===== config.mk =====
export PLATFORM = sky130hd
export DESIGN_NAME = rpm_speedometer_odometer_core
export DESIGN_NICKNAME = d
export VERILOG_FILES = /design/src/hdl/rso_pkg.sv /design/src/hdl/rso_cfg_regs.sv /design/src/hdl/rso_speed_calc.sv /design/src/hdl/rso_state_update.sv /design/src/hdl/rso_odometer.sv /design/src/hdl/rpm_speedometer_odometer_core.sv
export SDC_FILE = /design/constraint.sdc
export NUM_CORES = 1
export LEC_CHECK = 0
export BUFFER_PORTS_ARGS = -buffer_cell sky130_fd_sc_hd__buf_2
export CAP_MARGIN = 15
export CELL_PAD_IN_SITES_DETAIL_PLACEMENT = 1
export CELL_PAD_IN_SITES_GLOBAL_PLACEMENT = 1
export CORE_MARGIN = 10
export CORE_UTILIZATION = 50
export CTS_CLUSTER_DIAMETER = 80
export DETAILED_ROUTE_END_ITERATION = 8
export HOLD_SLACK_MARGIN = 0.1
export PLACE_DENSITY_LB_ADDON = 0.1
export SYNTH_ARGS = -nofsm -noshare
export SYNTH_HDL_FRONTEND = slang
export SYNTH_SLANG_ARGS = --single-unit

===== constraint.sdc =====
create_clock -name clk -period 6.5 [get_ports clk]
set_input_delay 1.3 -clock clk [delete_from_list [all_inputs] [get_ports clk]]
set_output_delay 1.3 -clock clk [all_outputs]
set_load 0.02 [all_outputs]

===== src/hdl/rso_pkg.sv =====
// Shared types, constants and helper functions for the speedometer and odometer core.
`timescale 1ns / 1ps

package rso_pkg;

  // Field widths
  localparam int BYTE_W  = 8;
  localparam int RPM_W   = 16;
  localparam int GEAR_W  = 2;
  localparam int SPEED_W = 12;
  localparam int ODO_W   = 24;

  // Configuration port
  localparam int ADDR_W    = 3;
  localparam int DATA_W    = 32;
  localparam int REG_IDX_W = ADDR_W - 2;

  localparam logic [REG_IDX_W-1:0] REG_SIG_FIRST  = 1'b0;
  localparam logic [REG_IDX_W-1:0] REG_SIG_SECOND = 1'b1;

  // Item kinds
  localparam logic CMD_FRAME = 1'b0;
  localparam logic CMD_TICK  = 1'b1;

  // Gears and the raw codes that select them
  localparam logic [GEAR_W-1:0] GEAR_NONE = 2'd0;
  localparam logic [GEAR_W-1:0] GEAR_1    = 2'd1;
  localparam logic [GEAR_W-1:0] GEAR_2    = 2'd2;
  localparam logic [GEAR_W-1:0] GEAR_3    = 2'd3;

  localparam logic [BYTE_W-1:0] GEAR1_CODE_A = 8'd1;
  localparam logic [BYTE_W-1:0] GEAR1_CODE_B = 8'd9;
  localparam logic [BYTE_W-1:0] GEAR1_CODE_C = 8'd65;
  localparam logic [BYTE_W-1:0] GEAR2_CODE_A = 8'd2;
  localparam logic [BYTE_W-1:0] GEAR2_CODE_B = 8'd10;
  localparam logic [BYTE_W-1:0] GEAR2_CODE_C = 8'd66;
  localparam logic [BYTE_W-1:0] GEAR3_CODE_A = 8'd3;
  localparam logic [BYTE_W-1:0] GEAR3_CODE_B = 8'd11;
  localparam logic [BYTE_W-1:0] GEAR3_CODE_C = 8'd67;

  // Per-gear limits
  localparam logic [SPEED_W-1:0] CAPPED_LIMIT_1  = 12'd34;
  localparam logic [SPEED_W-1:0] CAPPED_LIMIT_2  = 12'd53;
  localparam logic [SPEED_W-1:0] CAPPED_LIMIT_3  = 12'd66;
  localparam logic [SPEED_W-1:0] DISPLAY_LIMIT_1 = 12'd40;
  localparam logic [SPEED_W-1:0] DISPLAY_LIMIT_2 = 12'd55;
  localparam logic [SPEED_W-1:0] DISPLAY_LIMIT_3 = 12'd70;

  // base = floor(rpm * 377 / 6250) as (rpm * BASE_MUL) >> BASE_SHIFT, exact for 16-bit rpm
  localparam longint unsigned BASE_NUM   = 377;
  localparam longint unsigned BASE_DEN   = 6250;
  localparam int              BASE_SHIFT = RPM_W + $clog2(BASE_DEN);
  localparam longint unsigned BASE_MUL   =
    ((BASE_NUM << BASE_SHIFT) + BASE_DEN - 1) / BASE_DEN;
  localparam int BASE_MUL_W  = $clog2(BASE_MUL + 1);
  localparam int BASE_PROD_W = RPM_W + BASE_MUL_W;

  // scaled = floor(base * 113 / 100) as (base * DISP_MUL) >> DISP_SHIFT, exact for 12-bit base
  localparam longint unsigned DISP_NUM   = 113;
  localparam longint unsigned DISP_DEN   = 100;
  localparam int              DISP_SHIFT = SPEED_W + $clog2(DISP_DEN);
  localparam longint unsigned DISP_MUL   =
    ((DISP_NUM << DISP_SHIFT) + DISP_DEN - 1) / DISP_DEN;
  localparam int DISP_MUL_W  = $clog2(DISP_MUL + 1);
  localparam int DISP_PROD_W = SPEED_W + DISP_MUL_W;
  localparam int DISP_W      = SPEED_W + 1;

  // Averaging ring and distance
  localparam int AVG_DEPTH    = 5;
  localparam int RING_PTR_W   = (AVG_DEPTH > 1) ? $clog2(AVG_DEPTH) : 1;
  localparam int SPEED_MAX    = (1 << SPEED_W) - 1;
  localparam int SUM_MAX      = AVG_DEPTH * SPEED_MAX;
  localparam int SUM_W        = $clog2(SUM_MAX + 1);
  localparam int INC_FACTOR   = 11;
  localparam int INC_MAX      = SUM_MAX * INC_FACTOR;
  localparam int INC_W        = $clog2(INC_MAX + 1);
  localparam int ODO_UNIT     = AVG_DEPTH * 3600;
  localparam int REM_W        = $clog2(ODO_UNIT);
  localparam int ACC_W        = $clog2(ODO_UNIT + INC_MAX);
  localparam int ODO_STEP_MAX = (ODO_UNIT - 1 + INC_MAX) / ODO_UNIT;
  localparam int ODO_STEP_W   = $clog2(ODO_STEP_MAX + 1);
  localparam logic [ODO_W-1:0] ODO_MAX = '1;

  typedef struct packed {
    logic              cmd;
    logic [BYTE_W-1:0] sig_byte_first;
    logic [BYTE_W-1:0] sig_byte_second;
    logic [RPM_W-1:0]  motor_rpm;
    logic [BYTE_W-1:0] gear_code;
  } in_item_t;

  typedef struct packed {
    logic               frame_valid;
    logic [GEAR_W-1:0]  gear_number;
    logic [SPEED_W-1:0] display_speed;
    logic [SPEED_W-1:0] capped_speed;
    logic [ODO_W-1:0]   odo_tenths;
  } out_item_t;

  typedef struct packed {
    logic [BYTE_W-1:0] sig_first;
    logic [BYTE_W-1:0] sig_second;
  } cfg_t;

  // Frame fields after the speed scaling stages
  typedef struct packed {
    logic               cmd;
    logic [BYTE_W-1:0]  sig_byte_first;
    logic [BYTE_W-1:0]  sig_byte_second;
    logic [BYTE_W-1:0]  gear_code;
    logic [SPEED_W-1:0] base;
    logic [DISP_W-1:0]  disp_scaled;
  } calc_t;

  typedef struct packed {
    logic               frame_valid;
    logic [GEAR_W-1:0]  gear_number;
    logic [SPEED_W-1:0] display_speed;
    logic [SPEED_W-1:0] capped_speed;
  } status_t;

  typedef struct packed {
    status_t          status;
    logic             fire;
    logic [SUM_W-1:0] ring_sum;
  } state_t;

  function automatic logic [GEAR_W-1:0] decode_gear(input logic [BYTE_W-1:0] code,
                                                    input logic [GEAR_W-1:0] old);
    logic [GEAR_W-1:0] g;
    g = old;
    if (code inside {GEAR1_CODE_A, GEAR1_CODE_B, GEAR1_CODE_C}) begin
      g = GEAR_1;
    end else if (code inside {GEAR2_CODE_A, GEAR2_CODE_B, GEAR2_CODE_C}) begin
      g = GEAR_2;
    end else if (code inside {GEAR3_CODE_A, GEAR3_CODE_B, GEAR3_CODE_C}) begin
      g = GEAR_3;
    end
    return g;
  endfunction

  function automatic logic [SPEED_W-1:0] capped_limit(input logic [GEAR_W-1:0] gear);
    logic [SPEED_W-1:0] lim;
    case (gear)
      GEAR_1:  lim = CAPPED_LIMIT_1;
      GEAR_2:  lim = CAPPED_LIMIT_2;
      GEAR_3:  lim = CAPPED_LIMIT_3;
      default: lim = '0;
    endcase
    return lim;
  endfunction

  function automatic logic [SPEED_W-1:0] display_limit(input logic [GEAR_W-1:0] gear);
    logic [SPEED_W-1:0] lim;
    case (gear)
      GEAR_1:  lim = DISPLAY_LIMIT_1;
      GEAR_2:  lim = DISPLAY_LIMIT_2;
      GEAR_3:  lim = DISPLAY_LIMIT_3;
      default: lim = '0;
    endcase
    return lim;
  endfunction

endpackage


===== src/hdl/rso_cfg_regs.sv =====
// APB-style register file holding the two expected signature bytes.
`timescale 1ns / 1ps

module rso_cfg_regs (
  input  logic                         clk,
  input  logic                         rst,
  input  logic                         psel,
  input  logic                         penable,
  input  logic                         pwrite,
  input  logic [rso_pkg::ADDR_W-1:0]   paddr,
  input  logic [rso_pkg::DATA_W-1:0]   pwdata,
  output logic [rso_pkg::DATA_W-1:0]   prdata,
  output logic                         pready,
  output rso_pkg::cfg_t                cfg
);

  logic [rso_pkg::BYTE_W-1:0]    sig_first;
  logic [rso_pkg::BYTE_W-1:0]    sig_second;
  logic [rso_pkg::REG_IDX_W-1:0] reg_idx;
  logic                          wr_en;

  assign reg_idx = paddr[rso_pkg::ADDR_W-1:2];
  assign wr_en   = psel && penable && pwrite && pready;
  assign pready  = 1'b1;

  always_ff @(posedge clk) begin
    if (rst) begin
      sig_first  <= '0;
      sig_second <= '0;
    end else if (wr_en) begin
      case (reg_idx)
        rso_pkg::REG_SIG_FIRST:  sig_first  <= pwdata[rso_pkg::BYTE_W-1:0];
        rso_pkg::REG_SIG_SECOND: sig_second <= pwdata[rso_pkg::BYTE_W-1:0];
        default: ;
      endcase
    end
  end

  always_comb begin
    case (reg_idx)
      rso_pkg::REG_SIG_FIRST:  prdata = rso_pkg::DATA_W'(sig_first);
      rso_pkg::REG_SIG_SECOND: prdata = rso_pkg::DATA_W'(sig_second);
      default:                 prdata = '0;
    endcase
  end

  assign cfg.sig_first  = sig_first;
  assign cfg.sig_second = sig_second;

endmodule


===== src/hdl/rso_speed_calc.sv =====
// Input register and the two constant-multiply stages that scale rpm to speed.
`timescale 1ns / 1ps

module rso_speed_calc (
  input  logic              clk,
  input  logic              rst,
  input  logic              item_valid,
  output logic              item_ready,
  input  rso_pkg::in_item_t item,
  output logic              calc_valid,
  input  logic              calc_ready,
  output rso_pkg::calc_t    calc
);

  logic              s1_valid;
  rso_pkg::in_item_t s1_item;
  logic              s2_valid;
  rso_pkg::calc_t    s2_item;
  logic              s3_valid;
  rso_pkg::calc_t    s3_item;
  rso_pkg::calc_t    s3_item_next;

  logic s1_ready;
  logic s2_ready;
  logic s3_ready;

  logic [rso_pkg::BASE_PROD_W-1:0] base_prod;
  logic [rso_pkg::DISP_PROD_W-1:0] disp_prod;

  // A stage takes a new beat when empty or when its beat moves on
  assign s3_ready   = !s3_valid || calc_ready;
  assign s2_ready   = !s2_valid || s3_ready;
  assign s1_ready   = !s1_valid || s2_ready;
  assign item_ready = s1_ready;

  assign base_prod = rso_pkg::BASE_PROD_W'(s1_item.motor_rpm) *
                     rso_pkg::BASE_PROD_W'(rso_pkg::BASE_MUL);
  assign disp_prod = rso_pkg::DISP_PROD_W'(s2_item.base) *
                     rso_pkg::DISP_PROD_W'(rso_pkg::DISP_MUL);

  always_comb begin
    s3_item_next             = s2_item;
    s3_item_next.disp_scaled = disp_prod[rso_pkg::DISP_SHIFT +: rso_pkg::DISP_W];
  end

  always_ff @(posedge clk) begin
    if (rst) begin
      s1_valid <= 1'b0;
      s2_valid <= 1'b0;
      s3_valid <= 1'b0;
    end else begin
      if (s1_ready) begin
        s1_valid <= item_valid;
      end
      if (s2_ready) begin
        s2_valid <= s1_valid;
      end
      if (s3_ready) begin
        s3_valid <= s2_valid;
      end
    end
  end

  always_ff @(posedge clk) begin
    if (s1_ready && item_valid) begin
      s1_item <= item;
    end
    if (s2_ready && s1_valid) begin
      s2_item.cmd             <= s1_item.cmd;
      s2_item.sig_byte_first  <= s1_item.sig_byte_first;
      s2_item.sig_byte_second <= s1_item.sig_byte_second;
      s2_item.gear_code       <= s1_item.gear_code;
      s2_item.base            <= base_prod[rso_pkg::BASE_SHIFT +: rso_pkg::SPEED_W];
      s2_item.disp_scaled     <= '0;
    end
    if (s3_ready && s2_valid) begin
      s3_item <= s3_item_next;
    end
  end

  assign calc_valid = s3_valid;
  assign calc       = s3_item;

endmodule


===== src/hdl/rso_state_update.sv =====
// Frame check, gear and speed state, and the averaging ring driven by ticks.
`timescale 1ns / 1ps

module rso_state_update (
  input  logic            clk,
  input  logic            rst,
  input  rso_pkg::cfg_t   cfg,
  input  logic            calc_valid,
  output logic            calc_ready,
  input  rso_pkg::calc_t  calc,
  output logic            st_valid,
  input  logic            st_ready,
  output rso_pkg::state_t st
);

  localparam logic [rso_pkg::RING_PTR_W-1:0] PTR_LAST =
    rso_pkg::RING_PTR_W'(rso_pkg::AVG_DEPTH - 1);

  logic [rso_pkg::GEAR_W-1:0]     gear_reg;
  logic                           last_valid;
  logic [rso_pkg::SPEED_W-1:0]    display_speed_reg;
  logic [rso_pkg::SPEED_W-1:0]    capped_speed_reg;
  logic [rso_pkg::SPEED_W-1:0]    speed_ring [rso_pkg::AVG_DEPTH];
  logic [rso_pkg::RING_PTR_W-1:0] ring_pointer;
  logic [rso_pkg::SUM_W-1:0]      ring_sum;

  logic [rso_pkg::GEAR_W-1:0]     gear_reg_next;
  logic                           last_valid_next;
  logic [rso_pkg::SPEED_W-1:0]    display_speed_reg_next;
  logic [rso_pkg::SPEED_W-1:0]    capped_speed_reg_next;
  logic [rso_pkg::RING_PTR_W-1:0] ring_pointer_next;
  logic [rso_pkg::SUM_W-1:0]      ring_sum_next;
  logic                           fire;
  logic                           step;
  logic [rso_pkg::SPEED_W-1:0]    cap_c;
  logic [rso_pkg::SPEED_W-1:0]    cap_d;

  assign calc_ready = !st_valid || st_ready;
  assign step       = calc_valid && calc_ready;

  always_comb begin
    gear_reg_next          = gear_reg;
    last_valid_next        = last_valid;
    display_speed_reg_next = display_speed_reg;
    capped_speed_reg_next  = capped_speed_reg;
    ring_pointer_next      = ring_pointer;
    ring_sum_next          = ring_sum;
    fire                   = 1'b0;
    cap_c                  = '0;
    cap_d                  = '0;
    case (calc.cmd)
      rso_pkg::CMD_FRAME: begin
        last_valid_next = (calc.sig_byte_first == cfg.sig_first) &&
                          (calc.sig_byte_second == cfg.sig_second);
        if (last_valid_next) begin
          gear_reg_next = rso_pkg::decode_gear(calc.gear_code, gear_reg);
          cap_c         = rso_pkg::capped_limit(gear_reg_next);
          cap_d         = rso_pkg::display_limit(gear_reg_next);
          if (gear_reg_next == rso_pkg::GEAR_NONE) begin
            capped_speed_reg_next  = calc.base;
            display_speed_reg_next = calc.base;
          end else begin
            capped_speed_reg_next  = (calc.base > cap_c) ? cap_c : calc.base;
            // cap lies far below the 13-bit scaled range, so clamp instead of wrap
            display_speed_reg_next = (calc.disp_scaled > rso_pkg::DISP_W'(cap_d)) ?
                                     cap_d : calc.disp_scaled[rso_pkg::SPEED_W-1:0];
          end
        end
      end
      rso_pkg::CMD_TICK: begin
        fire = last_valid && (display_speed_reg != '0);
        if (fire) begin
          ring_pointer_next = (ring_pointer == PTR_LAST) ? '0 : ring_pointer + 1'b1;
          // running sum: drop the overwritten entry, add the new one
          ring_sum_next = ring_sum - rso_pkg::SUM_W'(speed_ring[ring_pointer]) +
                          rso_pkg::SUM_W'(capped_speed_reg);
        end
      end
      default: ;
    endcase
  end

  always_ff @(posedge clk) begin
    if (rst) begin
      gear_reg          <= rso_pkg::GEAR_NONE;
      last_valid        <= 1'b0;
      display_speed_reg <= '0;
      capped_speed_reg  <= '0;
      ring_pointer      <= '0;
      ring_sum          <= '0;
      st_valid          <= 1'b0;
      for (int i = 0; i < rso_pkg::AVG_DEPTH; i++) begin
        speed_ring[i] <= '0;
      end
    end else begin
      if (calc_ready) begin
        st_valid <= calc_valid;
      end
      if (step) begin
        gear_reg          <= gear_reg_next;
        last_valid        <= last_valid_next;
        display_speed_reg <= display_speed_reg_next;
        capped_speed_reg  <= capped_speed_reg_next;
        ring_pointer      <= ring_pointer_next;
        ring_sum          <= ring_sum_next;
        if (fire) begin
          speed_ring[ring_pointer] <= capped_speed_reg;
        end
      end
    end
  end

  always_ff @(posedge clk) begin
    if (step) begin
      st.status.frame_valid   <= last_valid_next;
      st.status.gear_number   <= gear_reg_next;
      st.status.display_speed <= display_speed_reg_next;
      st.status.capped_speed  <= capped_speed_reg_next;
      st.fire                 <= fire;
      st.ring_sum             <= ring_sum_next;
    end
  end

endmodule


===== src/hdl/rso_odometer.sv =====
// Distance increment stage, odometer count with remainder, and the result register.
`timescale 1ns / 1ps

module rso_odometer (
  input  logic               clk,
  input  logic               rst,
  input  logic               st_valid,
  output logic               st_ready,
  input  rso_pkg::state_t    st,
  output logic               result_valid,
  input  logic               result_ready,
  output rso_pkg::out_item_t result
);

  logic                         s5_valid;
  rso_pkg::status_t             s5_status;
  logic [rso_pkg::INC_W-1:0]    s5_inc;

  logic [rso_pkg::ODO_W-1:0]    odo_count;
  logic [rso_pkg::REM_W-1:0]    odo_rem;

  logic                         s5_ready;
  logic                         out_ready;
  logic [rso_pkg::INC_W-1:0]    inc;
  logic [rso_pkg::ACC_W-1:0]    acc_sum;
  logic [rso_pkg::ACC_W-1:0]    take;
  logic [rso_pkg::ACC_W-1:0]    rem_full;
  logic [rso_pkg::ODO_STEP_W-1:0] odo_step;
  logic [rso_pkg::ODO_W:0]      odo_sum;
  logic [rso_pkg::ODO_W-1:0]    odo_count_next;
  logic [rso_pkg::REM_W-1:0]    odo_rem_next;

  assign out_ready = !result_valid || result_ready;
  assign s5_ready  = !s5_valid || out_ready;
  assign st_ready  = s5_ready;

  assign inc = st.fire ? rso_pkg::INC_W'(st.ring_sum) * rso_pkg::INC_W'(rso_pkg::INC_FACTOR)
                       : '0;

  // Split remainder plus increment into whole tenths and a new remainder
  always_comb begin
    acc_sum  = rso_pkg::ACC_W'(odo_rem) + rso_pkg::ACC_W'(s5_inc);
    odo_step = '0;
    take     = '0;
    for (int j = 1; j <= rso_pkg::ODO_STEP_MAX; j++) begin
      if (acc_sum >= rso_pkg::ACC_W'(j * rso_pkg::ODO_UNIT)) begin
        odo_step = rso_pkg::ODO_STEP_W'(j);
        take     = rso_pkg::ACC_W'(j * rso_pkg::ODO_UNIT);
      end
    end
    rem_full       = acc_sum - take;
    odo_rem_next   = rem_full[rso_pkg::REM_W-1:0];
    odo_sum        = (rso_pkg::ODO_W + 1)'(odo_count) + (rso_pkg::ODO_W + 1)'(odo_step);
    odo_count_next = odo_sum[rso_pkg::ODO_W] ? rso_pkg::ODO_MAX
                                             : odo_sum[rso_pkg::ODO_W-1:0];
  end

  always_ff @(posedge clk) begin
    if (rst) begin
      s5_valid     <= 1'b0;
      result_valid <= 1'b0;
      odo_count    <= '0;
      odo_rem      <= '0;
    end else begin
      if (s5_ready) begin
        s5_valid <= st_valid;
      end
      if (out_ready) begin
        result_valid <= s5_valid;
      end
      if (out_ready && s5_valid) begin
        odo_count <= odo_count_next;
        odo_rem   <= odo_rem_next;
      end
    end
  end

  always_ff @(posedge clk) begin
    if (s5_ready && st_valid) begin
      s5_status <= st.status;
      s5_inc    <= inc;
    end
    if (out_ready && s5_valid) begin
      result.frame_valid   <= s5_status.frame_valid;
      result.gear_number   <= s5_status.gear_number;
      result.display_speed <= s5_status.display_speed;
      result.capped_speed  <= s5_status.capped_speed;
      result.odo_tenths    <= odo_count_next;
    end
  end

endmodule


===== src/hdl/rpm_speedometer_odometer_core.sv =====
// Throughput: one item per cycle; the six-stage pipeline (input register, rpm scale,
// display scale, state update, distance increment, result register) stalls only on result_ready.
// Each tick updates the odometer remainder in a feedback loop through odo_rem at the result stage.
// Reset (rst, synchronous, active high) clears gear, speeds, the five-entry ring, odometer
// and signature registers at once; items are accepted on the next cycle.
`timescale 1ns / 1ps

module rpm_speedometer_odometer_core (
  input  logic                       clk,
  input  logic                       rst,
  input  logic                       item_valid,
  output logic                       item_ready,
  input  rso_pkg::in_item_t          item,
  output logic                       result_valid,
  input  logic                       result_ready,
  output rso_pkg::out_item_t         result,
  input  logic                       psel,
  input  logic                       penable,
  input  logic                       pwrite,
  input  logic [rso_pkg::ADDR_W-1:0] paddr,
  input  logic [rso_pkg::DATA_W-1:0] pwdata,
  output logic [rso_pkg::DATA_W-1:0] prdata,
  output logic                       pready
);

  rso_pkg::cfg_t   cfg;
  logic            calc_valid;
  logic            calc_ready;
  rso_pkg::calc_t  calc;
  logic            st_valid;
  logic            st_ready;
  rso_pkg::state_t st;

  rso_cfg_regs u_cfg_regs (
    .clk     (clk),
    .rst     (rst),
    .psel    (psel),
    .penable (penable),
    .pwrite  (pwrite),
    .paddr   (paddr),
    .pwdata  (pwdata),
    .prdata  (prdata),
    .pready  (pready),
    .cfg     (cfg)
  );

  rso_speed_calc u_speed_calc (
    .clk        (clk),
    .rst        (rst),
    .item_valid (item_valid),
    .item_ready (item_ready),
    .item       (item),
    .calc_valid (calc_valid),
    .calc_ready (calc_ready),
    .calc       (calc)
  );

  rso_state_update u_state_update (
    .clk        (clk),
    .rst        (rst),
    .cfg        (cfg),
    .calc_valid (calc_valid),
    .calc_ready (calc_ready),
    .calc       (calc),
    .st_valid   (st_valid),
    .st_ready   (st_ready),
    .st         (st)
  );

  rso_odometer u_odometer (
    .clk          (clk),
    .rst          (rst),
    .st_valid     (st_valid),
    .st_ready     (st_ready),
    .st           (st),
    .result_valid (result_valid),
    .result_ready (result_ready),
    .result       (result)
  );

endmodule


==> results.py <==
metrics = {
    "place": {
        "place_ws_ps": 60.8,
        "io_buffer_count": 117,
        "dp.final_hpwl_um": 60900,
        "placed_cell_area_um2": 32700,
        "place_inst": 3658,
        "gp_congestion": 0.914,
    },
    "worst_hold_path": {
        "min_from": "u_state_update.st[42]$_DFFE_PP_",
        "whs_path_depth": 0,
        "hold_end": "u_odometer.s5_status[26]$_DFFE_PP_",
        "hp-class": "flip-flop to flip-flop",
    },
    "clock_tree": {
        "path_clk_slew_ps": 60,
        "cts-root-buf": "clkbuf_16",
        "clk_path_buf_depth": 3,
        "clock_latency_ps": 610,
        "cts_max_level": 2,
        "cts_tree": "yes",
        "clock-sinks": 472,
        "numCtsBuffers": 53,
        "ctsHoldBuffers": 0,
    },
    "timing": {
        "slew_headroom_pct": 33.5,
        "period_needed_ps": 6190,
        "post-route-period-util_pct": 95.2,
        "hold_viol_final": 0,
        "fin_worst_skew_ps": 34.4,
        "fmax_ghz": 0.162,
        "setup_violations": 0,
        "fin_ws_ps": 310,
        "tightest_slew_ps": 996,
        "drv_slew": 0,
    },
    "drt": {
        "post_drt_wl_per_cell_um": 20.9,
        "antenna_left": 0,
        "routed-via-count": 20743,
        "vias_per_cell": 5.52,
        "drt_drc_violations_left": 0,
        "drtIter0Drc": 1051,
        "drt_wl_total_um": 78600,
        "first_pass_iters": 4,
    },
    "floorplan": {
        "core-area_um2": 61500,
        "die_y_um": 269,
        "io_pins": 169,
        "rows": 91,
        "dieArea_um2": 72200,
        "die_x_um": 269,
        "initial_core_util_pct": 50.3,
    },
    "cells_and_area": {
        "largest_reg_flops": 96,
        "top_register": "u_state_update.speed_ring",
        "finalNonFillerCells": 3758,
        "area_delta_synth_final_pct": 12.2,
        "drive_gt1_share_pct": 13.1,
        "fin_util_pct": 56.4,
        "num_antenna_cells": 0,
        "multi_input_area_um2": 16100,
        "final_nets": 3559,
        "fill_cells": 6505,
        "design_area_um2": 34700,
        "seq_area_um2": 13100,
    },
    "synth": {
        "ys.flop_type": "edfxtp_1",
        "synthSimpleGateAreaFrac_pct": 9.70,
        "ys_types": 85,
        "yosys_warnings": 0,
        "syn_avg_cell_area_um2": 11.2,
        "async_flop_share_pct": 0,
        "syn_inst": 2757,
        "synthXorXnorAreaFrac_pct": 2.69,
        "synth-seq-cells": 472,
        "synthMuxAreaShare_pct": 3.05,
        "synth_compound_area_share_pct": 8.68,
        "synth_top_family_by_area": "adder cells",
        "synth_top_area_share_pct": 35.2,
        "seq_area_frac_synth_pct": 42.3,
        "netlist_area_um2": 30900,
        "yosys.area.top_type": "edfxtp_1",
        "synthAdderAreaFrac_pct": 26.9,
        "synth_edf_count": 363,
        "yosys-top-cells-area": "edfxtp_1 35%, ha_1 15%, fa_1 12%",
    },
    "grt": {
        "grt_usage_pct": 22.2,
        "grt_pass1_wl_um": 126000,
        "grt_pass1_vias": 23126,
        "grt_overflow": 0,
        "grt_max_degree": 59,
        "antenna_found_initial": 2,
    },
    "worst_setup_path": {
        "crit_path_start_kind": "flip-flop",
        "rrSetupSlack_ps": 310,
        "crit_arrival_ps": 6520,
        "crit_path_start": "u_speed_calc.s1_item[12]$_DFFE_PP_",
        "endpoint_kind": "flip-flop",
        "r2r_start": "u_speed_calc.s1_item[12]$_DFFE_PP_",
        "crit_fanout": 3,
        "cp.required_ps": 6830,
        "r2r_cells": 22,
        "rr_endpoint": "u_speed_calc.s2_item[21]$_DFFE_PP_",
        "path_class": "flip-flop to flip-flop",
    },
    "pwr": {
        "power_density_nw_per_um2": 542,
        "peakVddDrop_mv": 1.34,
        "p_comb_share_pct": 62.7,
        "pwr-share-clk_pct": 16.5,
        "p_int_w": 0.0108,
        "switching_share_pct": 42.5,
        "switchingPower_w": 0.00800,
        "leakagePower_nw": 14.9,
        "total_power_w": 0.0188,
        "seqPwrFrac_pct": 20.8,
    },
    "run_status": {
        "status": "finished clean",
    },
    "run": {
        "maxCapViolations": 0,
    },
}
## final cells by class
cell class / instances / share of cell area, %
multi-input cells: 1791 / 46.3
inverters: 413 / 4.49
well taps: 790 / 2.85
clock buffers: 73 / 4.52
clock inverters: 25 / 0.761
repair buffers: 194 / 3.36
flip-flops and latches: 472 / 37.7
## routing by layer
| metal | track usage [%] | share of wire (%) |
|---|---|---|
| met1 | 27.8 | 43 |
| met5 | 0 | 0 |
| met3 | 2.71 | 3.3 |
| met4 | 5.53 | 2.1 |
| met2 | 40.2 | 52 |
## synth_stat cells (all sizes together), types with 16 or more instances
master,instances
o21a,23
fa,191
and2,20
xor2,36
buf,36
nand2b,19
clkbuf,68
ha,360
nor3,72
nand2,247
nor4,43
and3,18
inv,412
o21ai,85
a21oi,144
dfxtp,109
a21o,23
nor2b,16
edfxtp,363
mux2,27
a211oi,21
nor2,134
xnor2,57
o211ai,17
mux4,24
nand3,33
## per-stage QoR
| step | hold slack [ps] | TNS, ps |
|---|---|---|
| finish | 401 | 0 |
| detailed placement | 405 | 0 |
| CTS | 396 | 0 |
| floorplan | 400 | 0 |
| global placement | 402 | 0 |
| global route | 417 | -54.2 |
## critical path, stage by stage, from the launching register on
cell and delay [ps]:
edfxtp_1 430, fa_1 630, inv_1 80, fa_1 540, fa_1 460, fa_1 490, inv_1 50, fa_1 510
fa_1 520, ha_1 330, buf_4 140, a21oi_1 120, o21ai_1 90, a21oi_2 210, nand3_1 130, o31ai_1 220
buf_4 180, o211a_1 230, o31ai_4 110, nand2_1 130, nand2b_1 80, buf_4 140, xor2_1 130
## power groups by stage
stage / logic [W] / registers (W) / clock network (W)
after detailed placement: 0.0117 / 0.00398 / 0
after global placement: 0.0109 / 0.00397 / 0
after CTS: 0.0120 / 0.00392 / 0.00316
final: 0.0118 / 0.00391 / 0.00310
after global routing: 0.0138 / 0.00393 / 0.00330
after floorplan: 0.00846 / 0.00392 / 0
## worst max path at each step
stage	to	slack, ps	cells after the start
floorplan	u_speed_calc.calc[0]$_DFFE_PP_	610	4
global placement	u_odometer.odo_rem[14]$_SDFFE_PP0P_	230	28
detailed placement	u_odometer.odo_count[9]$_SDFFE_PP0P_	60	28
CTS	u_odometer.odo_count[9]$_SDFFE_PP0P_	50	25
global route	u_odometer.odo_rem[14]$_SDFFE_PP0P_	-50	26
finish	u_speed_calc.s2_item[21]$_DFFE_PP_	310	22
## placed cells by master, fill, tap and decap left out, types with 11 or more instances in the layout
cell type and n:
and2_1 18, nor2b_1 15, a211oi_1 19, o21a_1 21
conb_1 25, buf_4 78, inv_1 407, nor3_1 72
dfxtp_1 109, clkbuf_16 58, o21ai_0 81, fa_1 191
mux4_2 24, edfxtp_1 363, o211ai_1 15, and3_1 18
buf_2 116, nor2_1 133, xor2_1 35, ha_1 358
a21o_1 23, xnor2_1 54, a22o_1 11, nand2b_1 17
nand3_1 33, nor4_1 42, mux2_2 27, a21oi_1 140
nand4_1 12, nand2_1 245
## cell families after synthesis
| family | after synthesis |
|---|---|
| adder cells (fa/ha/maj) | 551 |
| XOR/XNOR | 93 |
| buffers and inverters | 517 |
| multiplexers | 61 |
| flip-flops | 472 |
| other | 2 |
| AND/OR/NAND/NOR | 646 |
| AO/OA/AOI/OAI | 415 |
## timing repair
| item | in CTS | in global routing |
|---|---|---|
| endpoints found under the setup margin | 1 | 53 |
| gates cloned | 0 | 0 |
| setup buffers | 0 | 1 |
| gates resized for setup | 1 | 27 |
| pin swaps | 0 | 2 |
(Power assumes the default switching activity.)
